`src/hdl/prw_pkg.sv`:
```
// Shared types and constants of the Prewitt edge magnitude block.
// No dependencies; every other file of the block imports this package.
package prw_pkg;

    localparam int unsigned CHAN_W      = 8;
    localparam int unsigned CNT_W       = 11;
    localparam int unsigned DIM_W       = 12;
    localparam int unsigned MAX_DIM     = 2048;
    localparam int unsigned MIN_DIM     = 3;
    localparam int unsigned CFG_IDX_W   = 1;
    localparam int unsigned QUEUE_DEPTH = 4;

    typedef logic [CHAN_W-1:0] chan_t;
    typedef logic [CNT_W-1:0]  coord_t;
    typedef logic [DIM_W-1:0]  dim_t;

    typedef enum logic [CFG_IDX_W-1:0] {
        REG_IMAGE_WIDTH  = 1'b0,
        REG_IMAGE_HEIGHT = 1'b1
    } cfg_reg_t;

    // Red sits in the low byte, as in the packed pixel word.
    typedef struct packed {
        chan_t blue;
        chan_t green;
        chan_t red;
    } pix_t;

    // px[x][y]: x = left, centre, right; y = top, middle, bottom.
    typedef struct packed {
        pix_t [2:0][2:0] px;
        coord_t          col;
        coord_t          row;
        logic            last;
    } window_t;

endpackage

```
`src/hdl/prw_queue.sv`:
```
// Short window queue between front and back ends.
// Reports room for a new input word, counting a push still in flight.
// Depends on prw_pkg.
module prw_queue
    import prw_pkg::*;
(
    input  logic    clk,
    input  logic    rst_n,
    input  logic    push,
    input  window_t push_data,
    input  logic    pop,
    output logic    head_valid,
    output window_t head,
    output logic    room
);

    localparam int unsigned PW = $clog2(QUEUE_DEPTH);
    localparam int unsigned CW = $clog2(QUEUE_DEPTH + 1);

    window_t        mem [QUEUE_DEPTH];
    logic [PW-1:0]  wr_ptr_reg;
    logic [PW-1:0]  rd_ptr_reg;
    logic [CW-1:0]  count_reg;
    logic [CW:0]    pending;

    assign head_valid = (count_reg != '0);
    assign head       = mem[rd_ptr_reg];
    assign pending    = {1'b0, count_reg} + (CW + 1)'(push);
    assign room       = pending < (CW + 1)'(QUEUE_DEPTH);

    always_ff @(posedge clk)
    begin
        if (push)
        begin
            mem[wr_ptr_reg] <= push_data;
        end
    end

    always_ff @(posedge clk or negedge rst_n)
    begin
        if (!rst_n)
        begin
            wr_ptr_reg <= '0;
            rd_ptr_reg <= '0;
            count_reg  <= '0;
        end
        else
        begin
            if (push)
            begin
                wr_ptr_reg <= (wr_ptr_reg == PW'(QUEUE_DEPTH - 1)) ? '0 : wr_ptr_reg + 1'b1;
            end
            if (pop)
            begin
                rd_ptr_reg <= (rd_ptr_reg == PW'(QUEUE_DEPTH - 1)) ? '0 : rd_ptr_reg + 1'b1;
            end
            if (push && !pop)
            begin
                count_reg <= count_reg + 1'b1;
            end
            else if (pop && !push)
            begin
                count_reg <= count_reg - 1'b1;
            end
        end
    end

    a_no_overflow: assert property (@(posedge clk) disable iff (!rst_n)
        (push && !pop) |-> (count_reg != CW'(QUEUE_DEPTH)))
        else $error("window queue overflow");

    a_no_underflow: assert property (@(posedge clk) disable iff (!rst_n)
        pop |-> (count_reg != '0))
        else $error("window queue read while empty");

endmodule

```
`config.mk`:
```
export PLATFORM = sky130hd
export DESIGN_NAME = prw_queue
export DESIGN_NICKNAME = d
export VERILOG_FILES = /design/src/hdl/prw_pkg.sv /design/src/hdl/prw_queue.sv
export SDC_FILE = /design/constraint.sdc
export NUM_CORES = 1
export LEC_CHECK = 0
export BUFFER_PORTS_ARGS = -buffer_cell sky130_fd_sc_hd__buf_2
export CORE_MARGIN = 2
export CORE_UTILIZATION = 55
export DETAILED_ROUTE_END_ITERATION = 12
export GPL_ROUTABILITY_DRIVEN = 0
export PLACE_DENSITY = 0.88
export SKIP_CTS_REPAIR_TIMING = 1
export SLEW_MARGIN = 20
export SYNTH_ARGS = -nofsm -noshare
export SYNTH_HDL_FRONTEND = slang
export SYNTH_SLANG_ARGS = --single-unit
export TNS_END_PERCENT = 20
```
`constraint.sdc`:
```
create_clock -name clk -period 14.65 [get_ports clk]
set_input_delay 0.7325 -clock clk [delete_from_list [all_inputs] [get_ports clk]]
set_output_delay 0.7325 -clock clk [all_outputs]
set_load 0.005 [all_outputs]
```
=== Word-level counts from Yosys, hierarchy flattened ===
Memories as Yosys holds them, arrays and structs flattened.
Cells that the tools add are included.

* Memory bits (writable): 956
* Bits of input ports: 243
* Output and inout port bits: 241
* Logic and storage cells: 24
* Bits in registers: 7
* Memories kept: 1

* $add $sub $neg: 5
* Equality and inequality tests: 2
* Reduce and logical (&&, ||, !) cells: 6
* Order comparisons: 1
* Mux-type cells: 6

{| class="wikitable"
|+ Memory list
! name !! depth !! width !! rd ports !! clocked after Yosys merged registers in !! write ports !! line !! text
|-
| mem || 4 || 239 || 1 || 0 || 1 || prw_queue.sv:20 || <nowiki>window_t mem [QUEUE_DEPTH];</nowiki>
|}

{| class="wikitable"
|+ Operators with widths
! cell !! count
|-
| two-way mux 3 bit || 2
|-
| adder 2 x 1 -> 2 bit (second input constant) || 2
|-
| adder 3 x 1 -> 4 bit || 1
|-
| == test 2 bit (second input constant) || 2
|-
| < comparator 4 x 3 -> 1 bit (second input constant) || 1
|-
| two-way mux 2 bit || 2
|-
| adder 3 x 1 -> 3 bit (second input constant) || 1
|-
| nonzero test 3 bit || 1
|-
| subtractor 3 x 1 -> 3 bit (second input constant) || 1
|-
| logical AND 1 bit || 2
|-
| logical NOT 1 bit || 2
|-
| two-way mux 1 bit || 2
|-
| nonzero test 2 bit || 1
|}

=== Longest topological paths before layout ===
* Depth after elaboration: 4
* Mapped depth: 7
* Depth with buffers taken out: 7

=== Least setup slack after synthesis ===
OpenSTA, ideal clock, no wires.

* Path type: input to register
* From: input port push
* To: memory mem[0][0] (netlist name), enable pin
* Data arrival time: 6,139 ps
* Library setup time: 629 ps
* Setup slack: 7,882 ps
* Buffers on the path: 0
* Data required time: 14,021 ps
* Stages: 1
* Path through: and2_1

* Longest elaborated chain between the ends: 2

{| class="wikitable"
|+ Ends and longest elaborated chain
! element !! line !! text
|-
| start: declaration || prw_queue.sv:9 || <nowiki>input logic push,</nowiki>
|-
| two-way mux 1 bit || prw_queue.sv:33 || <nowiki>if (push)</nowiki>
|-
| two-way mux 1 bit (not written as such) || prw_queue.sv:35 || <nowiki>mem[wr_ptr_reg] <= push_data;</nowiki>
|-
| end: declaration || prw_queue.sv:20 ||
|}

Every way passes these cells.

==> impl_metrics.yaml <==
finish:
  layout-drive-gt1-share_pct: 46.3
  nFillCells: 3853
  seqCellArea_um2: 28900
  area_growth_syn_to_layout_pct: 18.1
  largest_reg_flops: 956
  fin_nets: 2081
  multi_input_area_um2: 5610
floorplan:
  die_x_um: 256
  num_rows: 92
  start_util_pct: 55.5
  io-pin-count: 484
  fp.coreArea_um2: 62900
  dieArea_um2: 65500
  die_height_um: 256
clocking:
  clock_path_buffers: 3
  tritoncts: "built"
  cts_num_sinks: 963
  cts_htree_levels: 3
  clock_latency_ns: 0.64
  numCtsBuffers: 93
  path_clk_slew_ns: 0.06
  cts_root_buf: "clkbuf_16"
setup_path:
  r2r-start: "wr_ptr_reg[1]$_DFFE_PN0P_"
  crit_type: "register to output pin"
  endpoint_kind: "output pin"
  critPathLaunch: "rd_ptr_reg[0]$_DFFE_PN0P_"
  critical_path.max_fanout: 50
  crit_path_start_kind: "register"
  cpPeakStageDelay_ns: 1.05
  cp_top_family: "buffers and inverters"
  cp.arrival_ns: 4.25
  cp_num_buf_inv: 3
  path_cells: "buf_4 -> buf_4 -> mux4_2 -> buf_2"
  slowest_stage: "dfrtp_4"
  critPathRequiredTime_ns: 13.92
  cp_common_cell: "buf_4"
drt:
  drc_errors: 0
  drt_wl_total_mm: 75.0
  postRouteAntennaNets: 0
  vias: 16235
  via_per_inst: 5.86
  wire_per_inst_um: 27.1
  first_pass_iters: 7
  dr.first_iter.drc_count: 1713
sta:
  rsz0062_at_grt: "false"
  finalSetupTns_ns: 0
  fmax_mhz: 201
  setup_violations: 0
  slew_viol_final: 0
  finalClockSkew_ns: 0.0265
  fin_crit_ns: 4.98
  slew-limit-headroom_pct: 32.1
  final-hold-violation-count: 0
  worst_pin_slew_ns: 1.02
  finalCritPeriodShare_pct: 34.0
  holdWs_ns: 0.297
synth:
  syn-cell-area_um2: 34900
  synth_fp_nets: 1536
  ys_ff_latch: 963
  syn_inst: 1286
  ys_warn_count: 0
  postSynthAreaPerCell_um2: 27.1
  seq_area_frac_synth_pct: 82.8
  yosysUniqueCellTypes: 18
global_routing:
  grt_max_degree: 105
  grt-ovfl-total: 0
  grt_pass1_vias: 17225
  grt_pass1_wl_mm: 111
  grt.total_usage_pct: 23.1
  antenna_found_initial: 23
power_and_ir_drop:
  vdd_drop_max_uv: 160
  p_leak_nw: 14.0
  power.density_nw_per_um2: 198
placed_design:
  hpwl_mm: 43.7
  io_buffers: 483
worst_hold_path:
  hold_path_startpoint: "push_data[216]"
  hp-class: "input pin to register"
status:
  status: "finished clean"
flow_run:
  maxCapViolations: 0
[metrics by stage]
step / util (%) / power, W / worst slack (ns) / cell area, um2 / instances
3_3_place_gp: 60.7 / 0.00575 / 10.22 / 38200 / 2581
3_5_place_dp: 60.7 / 0.00583 / 10.17 / 38200 / 2581
6_report: 65.6 / 0.00814 / 9.67 / 41200 / 2769
2_1_floorplan: - / 0.00510 / 7.88 / 34900 / 1286
4_1_cts: 65.5 / 0.00822 / 9.45 / 41200 / 2752
5_1_grt: 65.6 / 0.00844 / 9.18 / 41200 / 2765
[layout make-up]
| cell class | count | area share [%] |
|---|---|---|
| flip-flops and latches | 963 | 70.1 |
| clock inverters | 50 | 1.27 |
| well taps | 846 | 2.57 |
| multi-input cells | 265 | 13.6 |
| inverters | 4 | 0.0364 |
| clock buffers | 121 | 6.05 |
| diodes | 16 | 0.0971 |
| repair buffers | 504 | 6.28 |
[power breakdown]
group,internal [W],switching (W)
clock network,0.00135,0.000990
registers,0.00354,0.000192
logic,0.00100,0.00107
total,0.00589,0.00225
[worst paths after layout]
check | to | slack (ns) | cells after the start
max | head[152] | 9.67 | 4
min | mem[2][216]$_DFFE_PP_ | 0.30 | 1
max reg2reg | mem[1][147]$_DFFE_PP_ | 10.93 | 5
min reg2reg | count_reg[2]$_DFFE_PN0P_ | 0.51 | 1
max in group asynchronous | rd_ptr_reg[0]$_DFFE_PN0P_ | 13.93 | 2
min in group asynchronous | wr_ptr_reg[0]$_DFFE_PN0P_ | 0.53 | 2
[cell usage in the layout (no fill, tap or decap)]
cell type | netlist | final
o21ai_0 | 2 | 2
buf_12 | 0 | 1
xor2_1 | 2 | 2
fa_1 | 1 | 1
clkinvlp_4 | 0 | 2
and2_4 | 0 | 4
mux2_2 | 3 | 3
clkinv_16 | 0 | 1
clkinv_4 | 0 | 2
dlygate4sd3_1 | 0 | 1
edfxtp_1 | 956 | 956
mux4_2 | 239 | 239
bufinv_16 | 0 | 8
nor2_1 | 3 | 3
a31oi_1 | 1 | 1
clkbuf_1 | 6 | 25
nand2_1 | 2 | 2
inv_16 | 0 | 3
buf_4 | 0 | 19
clkinv_1 | 0 | 15
dfrtp_4 | 0 | 2
inv_6 | 0 | 2
inv_1 | 4 | 4
diode_2 | 0 | 16
buf_2 | 26 | 483
ha_1 | 6 | 6
dfrtp_1 | 7 | 5
xnor2_1 | 1 | 1
clkbuf_16 | 0 | 96
clkinv_2 | 0 | 17
or3_1 | 1 | 1
[cells in the mapped netlist]
cell	instances	area share (%)
edfxtp_1	956	82
mux4_2	239	15
buf_2	26	0.37
buf_6	22	0.71
dfrtp_1	7	0.50
clkbuf_1	6	0.065
ha_1	6	0.22
and2_1	4	0.072
inv_1	4	0.043
mux2_2	3	0.097
nor2_1	3	0.032
nand2_1	2	0.022
o21ai_0	2	0.029
xor2_1	2	0.050
a31oi_1	1	0.018
fa_1	1	0.057
or3_1	1	0.018
xnor2_1	1	0.025
[cells by family (layout without fill, tap and decap cells)]
kind of cell | count (synthesis) | after routing | share of synthesized area [%]
flops | 963 | 963 | 82.8
mux | 242 | 242 | 15.5
buf+inv | 58 | 679 | 1.19
simple gates | 10 | 10 | 0.143
fa+ha+maj | 7 | 7 | 0.272
compound gates | 3 | 3 | 0.0466
xor+xnor | 3 | 3 | 0.0753
other cells | 0 | 16 | 0
[metal layers]
layer | up-vias | track usage [%] | wire [um]
li1 | 6716 | - | -
met1 | 8465 | 28.9 | 26700
met2 | 876 | 38.7 | 39200
met3 | 160 | 6.97 | 6720
met4 | 18 | 8.09 | 2200
met5 | - | 0 | 113
Power figures use the tool's default switching activity.
