## config.mk

```make
export PLATFORM = sky130hd
export DESIGN_NAME = prw_back_flat
export DESIGN_NICKNAME = d
export VERILOG_FILES = /design/src/hdl/prw_pkg.sv /design/src/hdl/prw_edge_if.sv /design/src/hdl/prw_back.sv /design/src/flat_wrapper.sv
export SDC_FILE = /design/constraint.sdc
export NUM_CORES = 1
export LEC_CHECK = 0
export ABC_AREA = 1
export ABC_CLOCK_PERIOD_IN_PS = 9600
export CAP_MARGIN = 20
export CORE_ASPECT_RATIO = 0.7
export CORE_UTILIZATION = 45
export CTS_CLUSTER_DIAMETER = 50
export CTS_CLUSTER_SIZE = 40
export DETAILED_ROUTE_END_ITERATION = 8
export DONT_BUFFER_PORTS = 1
export GPL_TIMING_DRIVEN = 0
export PLACE_DENSITY = 0.66
export SYNTH_ARGS = -nofsm -noshare
export SYNTH_HDL_FRONTEND = slang
export SYNTH_SLANG_ARGS = --single-unit
```

## constraint.sdc

```tcl
create_clock -name clk -period 9.6 [get_ports clk]
set_clock_uncertainty 0.05 [all_clocks]
set_input_delay 1.44 -clock clk [delete_from_list [all_inputs] [get_ports clk]]
set_output_delay 1.44 -clock clk [all_outputs]
set_load 0.02 [all_outputs]
```

## src/hdl/prw_pkg.sv

```systemverilog
// Shared types and constants of the Prewitt edge magnitude block.
// No dependencies; every other file of the block imports this package.
package prw_pkg;

    localparam int unsigned CHAN_W      = 8;
    localparam int unsigned CNT_W       = 11;
    localparam int unsigned DIM_W       = 12;
    localparam int unsigned MAX_DIM     = 2048;
    localparam int unsigned MIN_DIM     = 3;
    localparam int unsigned CFG_IDX_W   = 1;
    localparam int unsigned QUEUE_DEPTH = 4;

    typedef logic [CHAN_W-1:0] chan_t;
    typedef logic [CNT_W-1:0]  coord_t;
    typedef logic [DIM_W-1:0]  dim_t;

    typedef enum logic [CFG_IDX_W-1:0] {
        REG_IMAGE_WIDTH  = 1'b0,
        REG_IMAGE_HEIGHT = 1'b1
    } cfg_reg_t;

    // Red sits in the low byte, as in the packed pixel word.
    typedef struct packed {
        chan_t blue;
        chan_t green;
        chan_t red;
    } pix_t;

    // px[x][y]: x = left, centre, right; y = top, middle, bottom.
    typedef struct packed {
        pix_t [2:0][2:0] px;
        coord_t          col;
        coord_t          row;
        logic            last;
    } window_t;

endpackage

```

## src/hdl/prw_edge_if.sv

```systemverilog
// Result channel: valid/ready handshake with one edge magnitude word.
// Depends on prw_pkg.
interface prw_edge_if
    import prw_pkg::*;
();
    logic   valid;
    logic   ready;
    chan_t  edge_red;
    chan_t  edge_green;
    chan_t  edge_blue;
    coord_t center_column;
    coord_t center_row;
    logic   last_of_frame;

    modport source (output valid, edge_red, edge_green, edge_blue, center_column,
                    center_row, last_of_frame, input ready);
    modport sink   (input valid, edge_red, edge_green, edge_blue, center_column,
                    center_row, last_of_frame, output ready);
endinterface

```

## src/hdl/prw_back.sv

```systemverilog
// Back end: Prewitt responses per channel, saturated magnitude, output register.
// Depends on prw_pkg and prw_edge_if.
module prw_back
    import prw_pkg::*;
(
    input  logic      clk,
    input  logic      rst_n,
    input  logic      head_valid,
    input  window_t   head,
    output logic      pop,
    prw_edge_if.source edge_stream
);

    logic   out_valid_reg;
    chan_t  red_reg;
    chan_t  green_reg;
    chan_t  blue_reg;
    coord_t col_reg;
    coord_t row_reg;
    logic   last_reg;
    chan_t  mag [3];

    function automatic chan_t prw_magnitude(input logic [2:0][2:0][CHAN_W-1:0] v);
        logic [9:0]         top;
        logic [9:0]         bot;
        logic [9:0]         lft;
        logic [9:0]         rgt;
        logic signed [10:0] gy;
        logic signed [10:0] gx;
        logic [9:0]         ay;
        logic [9:0]         ax;
        logic [10:0]        s;
        top = {2'b0, v[0][0]} + {2'b0, v[1][0]} + {2'b0, v[2][0]};
        bot = {2'b0, v[0][2]} + {2'b0, v[1][2]} + {2'b0, v[2][2]};
        lft = {2'b0, v[0][0]} + {2'b0, v[0][1]} + {2'b0, v[0][2]};
        rgt = {2'b0, v[2][0]} + {2'b0, v[2][1]} + {2'b0, v[2][2]};
        gy  = $signed({1'b0, top}) - $signed({1'b0, bot});
        gx  = $signed({1'b0, lft}) - $signed({1'b0, rgt});
        ay  = gy[10] ? 10'(-gy) : gy[9:0];
        ax  = gx[10] ? 10'(-gx) : gx[9:0];
        s   = {1'b0, ay} + {1'b0, ax};
        return (s > 11'd255) ? 8'hFF : s[7:0];
    endfunction

    always_comb
    begin
        logic [2:0][2:0][CHAN_W-1:0] v;
        for (int k = 0; k < 3; k++)
        begin
            for (int x = 0; x < 3; x++)
            begin
                for (int y = 0; y < 3; y++)
                begin
                    v[x][y] = head.px[x][y][CHAN_W*k +: CHAN_W];
                end
            end
            mag[k] = prw_magnitude(v);
        end
    end

    // Take the head whenever the output register is empty or being drained
    assign pop = head_valid && (!out_valid_reg || edge_stream.ready);

    always_ff @(posedge clk or negedge rst_n)
    begin
        if (!rst_n)
        begin
            out_valid_reg <= 1'b0;
        end
        else if (!out_valid_reg || edge_stream.ready)
        begin
            out_valid_reg <= head_valid;
        end
    end

    always_ff @(posedge clk)
    begin
        if (pop)
        begin
            red_reg   <= mag[0];
            green_reg <= mag[1];
            blue_reg  <= mag[2];
            col_reg   <= head.col;
            row_reg   <= head.row;
            last_reg  <= head.last;
        end
    end

    assign edge_stream.valid         = out_valid_reg;
    assign edge_stream.edge_red      = red_reg;
    assign edge_stream.edge_green    = green_reg;
    assign edge_stream.edge_blue     = blue_reg;
    assign edge_stream.center_column = col_reg;
    assign edge_stream.center_row    = row_reg;
    assign edge_stream.last_of_frame = last_reg;

endmodule

```

## src/flat_wrapper.sv

```systemverilog
// flat-port wrapper written by rule: the top's interface ports become plain ports
module prw_back_flat import prw_pkg::*;
  (clk, rst_n, head_valid, head, pop, edge_stream_valid, edge_stream_edge_red, edge_stream_edge_green, edge_stream_edge_blue, edge_stream_center_column, edge_stream_center_row, edge_stream_last_of_frame, edge_stream_ready);
  prw_edge_if edge_stream_i ();
  input  logic clk;
  input  logic rst_n;
  input  logic head_valid;
  input  window_t head;
  output logic pop;
  output wire logic [$bits(edge_stream_i.valid)-1:0] edge_stream_valid;
  output wire logic [$bits(edge_stream_i.edge_red)-1:0] edge_stream_edge_red;
  output wire logic [$bits(edge_stream_i.edge_green)-1:0] edge_stream_edge_green;
  output wire logic [$bits(edge_stream_i.edge_blue)-1:0] edge_stream_edge_blue;
  output wire logic [$bits(edge_stream_i.center_column)-1:0] edge_stream_center_column;
  output wire logic [$bits(edge_stream_i.center_row)-1:0] edge_stream_center_row;
  output wire logic [$bits(edge_stream_i.last_of_frame)-1:0] edge_stream_last_of_frame;
  input wire logic [$bits(edge_stream_i.ready)-1:0] edge_stream_ready;
  assign edge_stream_valid = edge_stream_i.valid;
  assign edge_stream_edge_red = edge_stream_i.edge_red;
  assign edge_stream_edge_green = edge_stream_i.edge_green;
  assign edge_stream_edge_blue = edge_stream_i.edge_blue;
  assign edge_stream_center_column = edge_stream_i.center_column;
  assign edge_stream_center_row = edge_stream_i.center_row;
  assign edge_stream_last_of_frame = edge_stream_i.last_of_frame;
  assign edge_stream_i.ready = edge_stream_ready;
  prw_back u_core (.clk(clk), .rst_n(rst_n), .head_valid(head_valid), .head(head), .pop(pop), .edge_stream(edge_stream_i));
endmodule
```

Word-level counts from Yosys, hierarchy flattened:

Cells that the tools add are included.

* RAM bits: 0
* bits of input ports: 243
* memories: 0
* bits in read-only memories: 0
* bits in latches: 0
* register bits: 48
* word-level logic and storage cells: 58

* shift-type cells: 0
* bitwise operators: 0
* mux-type cells: 6
* magnitude comparators: 3
* reductions and logical operators: 3
* $add $sub $neg: 39
* $mul: 0
* divide/modulo/power cells: 0
* equality and inequality tests: 0

Operator list (number)
* $add A10 B8 Y10: 12
* $add A8 B8 Y9: 12
* $sub A10 B10 Y11: 6
* $mux W10: 6
* $neg A10 Y10: 6
* $add A10 B10 Y11: 3
* $gt A11 B8 Y1 const B: 3
* $logic_and A1 B1 Y1: 1
* $logic_not A1 Y1: 1
* $logic_or A1 B1 Y1: 1

Longest topological paths before layout:

Gate-level depths: netlist (run 1).

* depth after elaboration: 7
* depth in mapped cells: 37
* depth with buffers taken out: 37

Least setup slack after synthesis (run 1):

Ideal clock, no wire load.

* kind: in2reg
* from: input port head[87] in the netlist's numbering
* to: register u_core.blue_reg[2] (netlist: u_core.edge_stream.edge_blue[2]), data pin
* setup time: 0.278 ns
* path slack: 3.407 ns
* data arrival time: 5.866 ns
* buffers on the path: 0
* required time: 9.272 ns
* stages: 26
* cells stage by stage: ha_1 > fa_1 > xor2_1 > ha_1 > a21oi_1 > nand2_1 > nand2_1 > nand2_1 > a21oi_1 > nor2_1 > o21ai_0 > nand2_1 > ha_1 > inv_1 > o21bai_1 > nand2_1 > nand2_1 > a21oi_1 > nand2_2 > o21ai_0 > inv_1 > fa_1 > o31ai_1 > a21oi_1 > xor2_1 > nand3_1

* longest elaborated chain between the ends: 7

Ends and longest elaborated chain
* start: declaration: line flat_wrapper.sv:8 `input window_t head;`
* $add A8 B8 Y9: line prw_back.sv:34 `bot = {2'b0, v[0][2]} + {2'b0, v[1][2]} + {2'b0, v[2][2]};`
* $add A10 B8 Y10: line prw_back.sv:34
* $sub A10 B10 Y11: line prw_back.sv:37 `gy = $signed({1'b0, top}) - $signed({1'b0, bot});`
* $neg A10 Y10: line prw_back.sv:39 `ay = gy[10] ? 10'(-gy) : gy[9:0];`
* $mux W10: line prw_back.sv:39
* $add A10 B10 Y11 (*): line prw_back.sv:41 `s = {1'b0, ay} + {1'b0, ax};`
* $gt A11 B8 Y1: line prw_back.sv:42 `return (s > 11'd255) ? 8'hFF : s[7:0];`
* end signal: assignment: line prw_back.sv:82 `blue_reg <= mag[2];`
* end: declaration: line prw_back.sv:17 `chan_t blue_reg;`

Mark *: on every way between the ends. The rest lies on a longest branch, timed or not.
A chain may end at the register's enable or synchronous reset.

Worst setup path after layout (run 1):

* from: input port head[87] in the netlist's numbering
* to: register u_core.blue_reg[6] (netlist: u_core.edge_stream.edge_blue[6]), data pin

The elaborated chain is that of the path after synthesis.

==> results_dict.tcl, run 1 <==
set metrics [dict create \
    slowest_delay_ps 500 \
    crit_fanout 9 \
    die_h_um 156 \
    grt_start_max_net_pins 27 \
    cts_tree "built" \
    drive_above_1_share_pct 1.96 \
    place.gp.congestion 0.939 \
    synth_compound_area_share_pct 13.5 \
    slew_headroom_pct 43.5 \
    ios 292 \
    num_vias 14612 \
    hold_viol_final 0 \
    avgRoutedWirePerCell_um 14.7 \
    area_growth_pct 5.01 \
    seq_area_frac_synth_pct 9.47 \
    diodes 0 \
    final-setup-viol-count 0 \
    synthTopCellsByArea "ha_1 (24%), nand2_1 (13%), edfxtp_1 (9.3%)" \
    synthesis.nets 2863 \
    drt_iter0_drc 772 \
    cts_max_level 2 \
    place_ws_ps 2370 \
    cts_hold_buf 0 \
    yosys.area_share.simple_pct 26.8 \
    start_kind "primary input" \
    cts_root_buf "clkbuf_16" \
    clock_latency_ps 280 \
    rows 55 \
    status "finished, final reports clean" \
    grt.overflow.total 0 \
    dp_hpwl_um 36100 \
    avgSynthCellArea_um2 6.62 \
    path_class "in2reg" \
    antenna_found_initial 0 \
    synth_fa_ha_area_share_pct 28.8 \
    final.setup.tns_ps 0 \
    hold_class "reg2reg" \
    remaining_drc_errors 0 \
    netlist_area_um2 15200 \
    grt_pass1_wl_um 65800 \
    end_kind "register" \
    rsz0062_at_grt "no" \
    min_period_ps 7010 \
    yosys.area_share.xor_xnor_pct 11.9 \
    grtUsageTotal_pct 23.0 \
    synth-edff-count 47 \
    cap_violations 0 \
    initial_core_util_pct 46.3 \
    drt_first_pass_iters 6 \
    synth_top_cell_by_area "ha_1" \
    synth_top_family_by_area "adder cells" \
    antenna_left 0 \
    slowest_stage "o21ai_0" \
    syn_inst 2291 \
    synth-seq-cells 48 \
    fin_ws_ps 2590 \
    fin_nets 2871 \
    post_cts_buffers 0 \
    dieArea_um2 34400 \
    numCtsBuffers 5 \
    synth-async-reset-ratio_pct 2.08 \
    ys.flop_type "edfxtp_1" \
    ys_types 41 \
    clk_path_buf_depth 2 \
    critical_path.most_common_cell "nand2_1" \
    worst_pin_slew_ps 846 \
    core_um2 32800 \
    first_global_vias 13560 \
    yosysWarnings 0 \
    fmax_mhz 143 \
    cp.required_ps 9560 \
    cts_sinks 48 \
    fin_crit_sh_pct 73.0 \
    critPathArrivalTime_ps 6960 \
    synthMuxAreaShare_pct 0 \
    ys_top_cells_by_count "nand2_1 (519), inv_1 (370), ha_1 (296), a21oi_1 (243), nand3_1 (177)" \
    synth_top_area_share_pct 24.4 \
    routed_wirelength_um 40100 \
    via_per_inst 5.36 \
    die_x_um 221 \
    io_buffers 0 \
    final-max-slew-violation-count 0 \
    cts_resized 0 \
    fillCellCount 3405 \
    synth_most_common_cell "nand2_1" \
    clkTransAtPathRegs_ps 60 \
]
## flip-flops by register name, summed over array words and instances, names as in the netlist
signal	cells
u_core.edge_stream.edge_green	8
u_core.edge_stream.valid	1
u_core.edge_stream.center_column	11
u_core.edge_stream.edge_red	8
u_core.edge_stream.center_row	11
u_core.edge_stream.last_of_frame	1
u_core.edge_stream.edge_blue	8
## routing by layer
layer / vias up / global-route usage, % / routed length [µm] / part of all wire [%]
met5: - / 0 / 0 / 0
met3: 22 / 3.99 / 2740 / 6.8
met1: 6575 / 33.7 / 20800 / 52
met2: 394 / 35.9 / 16300 / 41
li1: 7621 / - / - / -
met4: 0 / 2.40 / 285 / 0.71
## worst max-delay path, delay by kind of cell
family / cells / cell delay, ps
compound gates: 8 / 1890
simple gates: 9 / 900
buf+inv: 2 / 250
xor+xnor: 2 / 670
fa+ha+maj: 5 / 1790
## cell usage in the layout, fill, tap and decap left out, types with 4 or more instances in the layout
cell type	n
ha_1	296
nand4_1	32
a21o_1	6
clkbuf_16	5
o211ai_1	16
nand3b_1	13
edfxtp_1	47
nor2_2	5
nand3_1	177
a31oi_1	11
xor2_1	132
inv_2	4
inv_1	370
nor3_1	24
o221ai_1	6
xnor2_1	74
nand3_2	4
a21oi_1	242
nand2_1	519
nor2_1	166
o21ai_0	58
nand2_2	6
o21ai_1	6
fa_1	33
o21bai_1	11
## worst paths after layout
path	startpoint	endpoint	slack (ps)	depth (start not counted)
max in group asynchronous	rst_n	u_core.edge_stream.valid	8640	0
worst max-delay path	head[87]	u_core.edge_stream.edge_blue[6]	2590	26
min in group asynchronous	rst_n	u_core.edge_stream.valid	800	0
worst max register to register	u_core.edge_stream.valid	u_core.edge_stream.center_column[3]	7760	2
worst min-delay path	u_core.edge_stream.valid	u_core.edge_stream.valid	620	2
worst min register to register	u_core.edge_stream.valid	u_core.edge_stream.valid	620	2
## cells by family after synthesis
| group | after synthesis |
|---|---|
| simple gates | 957 |
| buf+inv | 378 |
| compound gates | 373 |
| fa+ha+maj | 329 |
| xor+xnor | 206 |
| flops | 48 |
## per-stage QoR
stage               area [µm²]  std cells  util (%)  hold WS [ps]
CTS                      15900       2727      48.6           625
global placement         15700       2718      47.9           566
detailed placement       15700       2719      48.0           616
floorplan                15200       2291         -           543
finish                   15900       2727      48.6           625
global route             15900       2727      48.6           667
## area by class of cell
class / count / area [µm²] / area share, %
Multi-Input combinational cell: 1865 / 12300 / 77.2
Sequential cell: 48 / 1440 / 9.02
Inverter: 375 / 1410 / 8.84
Tap cell: 427 / 534 / 3.36
Clock buffer: 5 / 125 / 0.786
Clock inverter: 3 / 68.8 / 0.432
Buffer: 3 / 33.8 / 0.212
Timing Repair Buffer: 1 / 20.0 / 0.126
Power of run 1 is not shown: default switching activity piles up to over one toggle a cycle in this logic, so the estimate is an artifact.
==> run 2, diff against run 1 <==
--- a/config.mk
+++ b/config.mk
@@ -5,8 +5,8 @@
 export SDC_FILE = /design/constraint.sdc
 export NUM_CORES = 1
 export LEC_CHECK = 0
-export ABC_AREA = 1
-export ABC_CLOCK_PERIOD_IN_PS = 9600
+export ABC_AREA = 0
+export ABC_CLOCK_PERIOD_IN_PS = 6600
 export CAP_MARGIN = 20
 export CORE_ASPECT_RATIO = 0.7
 export CORE_UTILIZATION = 45
==> constraint.sdc (replaced) <==
create_clock -name clk -period 6.6 [get_ports clk]
set_clock_uncertainty 0.05 [all_clocks]
set_input_delay 0.99 -clock clk [delete_from_list [all_inputs] [get_ports clk]]
set_output_delay 0.99 -clock clk [all_outputs]
set_load 0.02 [all_outputs]
==> results_dict.tcl, run 2 <==
set metrics [dict create \
    synth-seq-cells 48 \
    final_cell_mix "ha_1 (288), xnor2_1 (164), a21oi_1 (142)" \
    core_um2 28100 \
    min_period_ps 6400 \
    antenna_found_initial 0 \
    fin_nets 2163 \
    final-max-slew-violation-count 0 \
    dieArea_um2 29700 \
    path_class "in2reg" \
    ys.flop_type "edfxtp_1" \
    first_global_vias 10289 \
    avgRoutedWirePerCell_um 16.7 \
    numCtsBuffers 5 \
    fillCellCount 2661 \
    fmax_mhz 156 \
    end_kind "register" \
    grt_pass1_wl_um 50200 \
    final_util_pct 51.0 \
    grt_start_max_net_pins 26 \
    syn_inst 1557 \
    routed_wirelength_um 32700 \
    r2r_start "u_core.edge_stream.valid" \
    num_vias 10974 \
    worst_pin_slew_ps 666 \
    seq_area_frac_synth_pct 11.0 \
    drt_first_pass_iters 5 \
    path_buf_inv 1 \
    remaining_drc_errors 0 \
    use_met3_pct 3.79 \
    mostFrequentLayoutCell "ha_1" \
    synth_top_area_share_pct 28.4 \
    r2r-end "u_core.edge_stream.center_column[6]" \
    cts_tree "built" \
    cts_sinks 48 \
    top_usage_layer "met2" \
    crit_family "compound AO/OA/AOI/OAI gates" \
    grt.overflow.total 0 \
    clk_path_buf_depth 2 \
    yosysWarnings 0 \
    synth_top_cell_by_area "ha_1" \
    dp_hpwl_um 28800 \
    grtUsageTotal_pct 21.0 \
    hold_class "in2async" \
    cp.required_ps 6570 \
    cts_hold_buf 0 \
    synth-async-reset-ratio_pct 2.08 \
    synth_most_common_cell "ha_1" \
    netlist_area_um2 13000 \
    diodes 0 \
    hold_viol_final 0 \
    io_buffers 0 \
    synthesis.nets 2129 \
    fin_ws_ps 198 \
    place.gp.congestion 0.876 \
    ff2ff_setup_slack_ps 4830 \
    ys_top_cells_by_count "ha_1 (296), a21oi_1 (172), xnor2_1 (166), inv_1 (135), nor2_1 (98)" \
    ys_types 70 \
    slowest_stage "fa_2" \
    cap_violations 0 \
    cts_max_level 2 \
    avgSynthCellArea_um2 8.37 \
    clkTransAtPathRegs_ps 60 \
    fin_crit_sh_pct 97.0 \
    die_x_um 205 \
    area_growth_pct 10.0 \
    r2r_cells 3 \
    drt_iter0_drc 480 \
    drive_above_1_share_pct 9.80 \
    cts_root_buf "clkbuf_16" \
    rsz0062_at_grt "yes" \
    grtUsageMet2_pct 32.1 \
    status "finished, final reports clean" \
    die_h_um 144 \
    clock_latency_ps 280 \
    final-setup-viol-count 0 \
    place_ws_ps -896 \
    use_met1_pct 31.2 \
    initial_core_util_pct 46.3 \
    slew_headroom_pct 55.1 \
    synth-edff-count 47 \
    ios 292 \
    rows 51 \
    critPathArrivalTime_ps 6370 \
    slowest_delay_ps 540 \
    crit_fanout 9 \
    via_per_inst 5.59 \
    start_kind "primary input" \
    synthTopCellsByArea "ha_1 (28%), xnor2_1 (11%), edfxtp_1 (11%)" \
    antenna_left 0 \
]
==> run 2: cell count changes in the layout (fill, tap and decap cells not counted), sizes merged, moves of 24 or more <==
cell | previous run | this run
nand2 | 525 | 89
inv | 375 | 135
nand3 | 181 | 19
xnor2 | 74 | 166
a21o | 6 | 80
a21oi | 247 | 174
nor2 | 171 | 98
xor2 | 132 | 92
nand4 | 33 | 1
o21bai | 11 | 43
buf | 4 | 30
o21ai | 66 | 90
==> run 2: how the worst max path moves through the flow <==
stage	start	to	slack [ps]	depth (start not counted)
floorplan	head[183]	u_core.edge_stream.edge_blue[2]	20	27
global placement	head[183]	u_core.edge_stream.edge_blue[5]	-930	27
detailed placement	head[183]	u_core.edge_stream.edge_blue[5]	-900	27
CTS	head[167]	u_core.edge_stream.edge_red[4]	3	24
global route	head[183]	u_core.edge_stream.edge_blue[3]	-70	25
finish	head[183]	u_core.edge_stream.edge_blue[3]	200	26
==> run 2: final cells by class <==
cell class | count | area (µm²) | area share [%]
inverter | 135 | 507 | 3.53
timing repair buffer | 29 | 241 | 1.68
buffer | 4 | 25.0 | 0.175
multi-input combinational | 1368 | 11500 | 80.3
clock inverter | 2 | 15.0 | 0.105
sequential | 48 | 1440 | 10.0
tap | 371 | 464 | 3.24
clock buffer | 6 | 139 | 0.969
==> run 2: routing by layer <==
| metal | up-vias | share of wire [%] |
|---|---|---|
| li1 | 5619 | - |
| met1 | 5052 | 52 |
| met2 | 285 | 40 |
| met3 | 18 | 6.8 |
| met4 | 0 | 0.77 |
| met5 | - | 0 |
==> run 2: repair_timing <==
| item | in CTS | in global routing |
|---|---|---|
| pin swaps | 9 | 49 |
| setup endpoints to repair | 24 | 24 |
| gates cloned | 0 | 1 |
| setup buffers | 8 | 20 |
| gates resized for setup | 26 | 97 |
| hold endpoints to repair | 0 | 0 |
==> run 2: cells by family after synthesis <==
kind of cell | synth area share [%]
DFF | 11.0
muxes | 0.365
adders and majority gates | 33.5
buffers and inverters | 4.12
AOI/OAI and AO/OA | 22.6
xor gates and xnor gates | 17.3
and+or+nand+nor | 11.1
==> run 2: stage by stage <==
step	setup TNS (ps)	instance area, µm²	cells	hold WS [ps]
2_1_floorplan	0	13000	1557	561
4_1_cts	0	13800	1942	343
3_3_place_gp	-13850	13500	1928	578
5_1_grt	-671	14300	1963	332
6_report	0	14300	1963	352
3_5_place_dp	-15720	13500	1929	597
Power of run 2 is left out for the same reason.
==> run 3, diff against run 2 <==
--- a/config.mk
+++ b/config.mk
@@ -6,7 +6,7 @@
 export NUM_CORES = 1
 export LEC_CHECK = 0
 export ABC_AREA = 0
-export ABC_CLOCK_PERIOD_IN_PS = 6600
+export ABC_CLOCK_PERIOD_IN_PS = 7700
 export CAP_MARGIN = 20
 export CORE_ASPECT_RATIO = 0.7
 export CORE_UTILIZATION = 45
==> constraint.sdc (replaced) <==
create_clock -name clk -period 7.7 [get_ports clk]
set_clock_uncertainty 0.05 [all_clocks]
set_input_delay 1.155 -clock clk [delete_from_list [all_inputs] [get_ports clk]]
set_output_delay 1.155 -clock clk [all_outputs]
set_load 0.02 [all_outputs]
==> results_dict.tcl, run 3 (same netlist as run 2, synthesis figures left out) <==
set metrics [dict create \
    die_h_um 144 \
    dieArea_um2 29700 \
    grtUsageTotal_pct 21.0 \
    worst_pin_slew_ps 642 \
    fin_crit_sh_pct 92.4 \
    first_global_vias 10242 \
    start_kind "primary input" \
    hold_viol_final 0 \
    grt_pass1_wl_um 50200 \
    cts_max_level 2 \
    path_class "in2reg" \
    final-setup-viol-count 0 \
    cts_root_buf "clkbuf_16" \
    final_cell_mix "ha_1 (296), a21oi_1 (172), xnor2_1 (166)" \
    diodes 0 \
    critPathArrivalTime_ps 7090 \
    min_period_ps 7120 \
    drive_above_1_share_pct 2.62 \
    drt_first_pass_iters 5 \
    remaining_drc_errors 0 \
    initial_core_util_pct 46.3 \
    cts_tree "built" \
    antenna_left 0 \
    cp-startpoint "head[31]" \
    clkTransAtPathRegs_ps 70 \
    cp.required_ps 7670 \
    grt.overflow.total 0 \
    die_x_um 205 \
    routed_wirelength_um 31700 \
    grt_start_max_net_pins 26 \
    end_kind "register" \
    r2r_start "u_core.edge_stream.valid" \
    fmax_mhz 140 \
    antenna_found_initial 0 \
    rsz0062_at_grt "no" \
    crit_fanout 8 \
    num_vias 10746 \
    ios 292 \
    cts_sinks 48 \
    final-max-slew-violation-count 0 \
    area_growth_pct 5.38 \
    fillCellCount 2701 \
    drt_iter0_drc 569 \
    numCtsBuffers 5 \
    placed_cells_incl_taps 1929 \
    io_buffers 0 \
    fin_nets 2137 \
    dp_hpwl_um 28700 \
    status "finished, final reports clean" \
    ff2ff_setup_slack_ps 5920 \
    clk_path_buf_depth 2 \
    place.gp.congestion 0.900 \
    hold_class "in2async" \
    whs_ps 512 \
    stdcell_count 1937 \
    mostFrequentLayoutCell "ha_1" \
    via_per_inst 5.55 \
    core_um2 28100 \
    cap_violations 0 \
    avgRoutedWirePerCell_um 16.4 \
    rows 51 \
    clock_latency_ps 280 \
    slew_headroom_pct 57.2 \
]
[run 3: cell type report]
class                   instances  area (µm²)  area share, %
plain buffers                   6        26.3          0.191
clock buffers                   5         125          0.911
repair buffers                  2        35.0          0.255
well taps                     371         464           3.38
inverters                     135         507           3.69
flip-flops and latches         48        1440           10.5
clock inverters                 3        46.3          0.337
multi-input cells            1367       11100           80.8
[run 3: final timing paths]
| path | end | cells past startpoint |
|---|---|---|
| min | u_core.edge_stream.valid | 0 |
| min in group clk | u_core.edge_stream.valid | 2 |
| max in group asynchronous | u_core.edge_stream.valid | 0 |
| max reg2reg | u_core.edge_stream.center_column[10] | 3 |
| max | u_core.edge_stream.edge_green[4] | 26 |
| min reg2reg | u_core.edge_stream.valid | 2 |
[run 3: repair_timing]
action	4_1_cts	5_1_grt
endpoints found under the setup margin	0	16
setup buffers	0	1
hold buffers	0	0
resized for setup	0	4
[run 3: metal layers]
layer	global-route usage, %	part of all wire (%)
met1	30.7	53
met2	32.6	40
met3	3.99	6.5
met4	2.14	0.56
met5	0	0
[run 3: stage by stage]
step / setup WS (ps) / setup TNS (ps) / utilization, % / area (µm²)
finish: 582 / 0 / 48.8 / 13700
global route: 24.7 / 0 / 48.8 / 13700
CTS: 133 / 0 / 48.7 / 13700
detailed placement: -161 / -908 / 48.1 / 13500
global placement: -65.7 / -216 / 48.0 / 13500
floorplan: 907 / 0 / - / 13000
[run 3: worst max-delay path, stage by stage]
cell and delay, ps:
ha_1 230, fa_1 610, ha_1 270, a21o_1 190
a21oi_1 320, o21bai_1 110, a21oi_1 270, o21ai_0 180
and2_1 200, nor2_1 280, ha_1 350, a21oi_1 140
nand2_1 80, a41o_2 270, a31oi_4 310, nor2_1 70
a21oi_1 240, inv_1 80, ha_1 300, a21o_1 180
a21oi_1 200, o21ai_0 140, a21oi_1 260, a21oi_1 150
a211oi_4 360, o21ai_0 140
Power of run 3 is left out for the same reason.
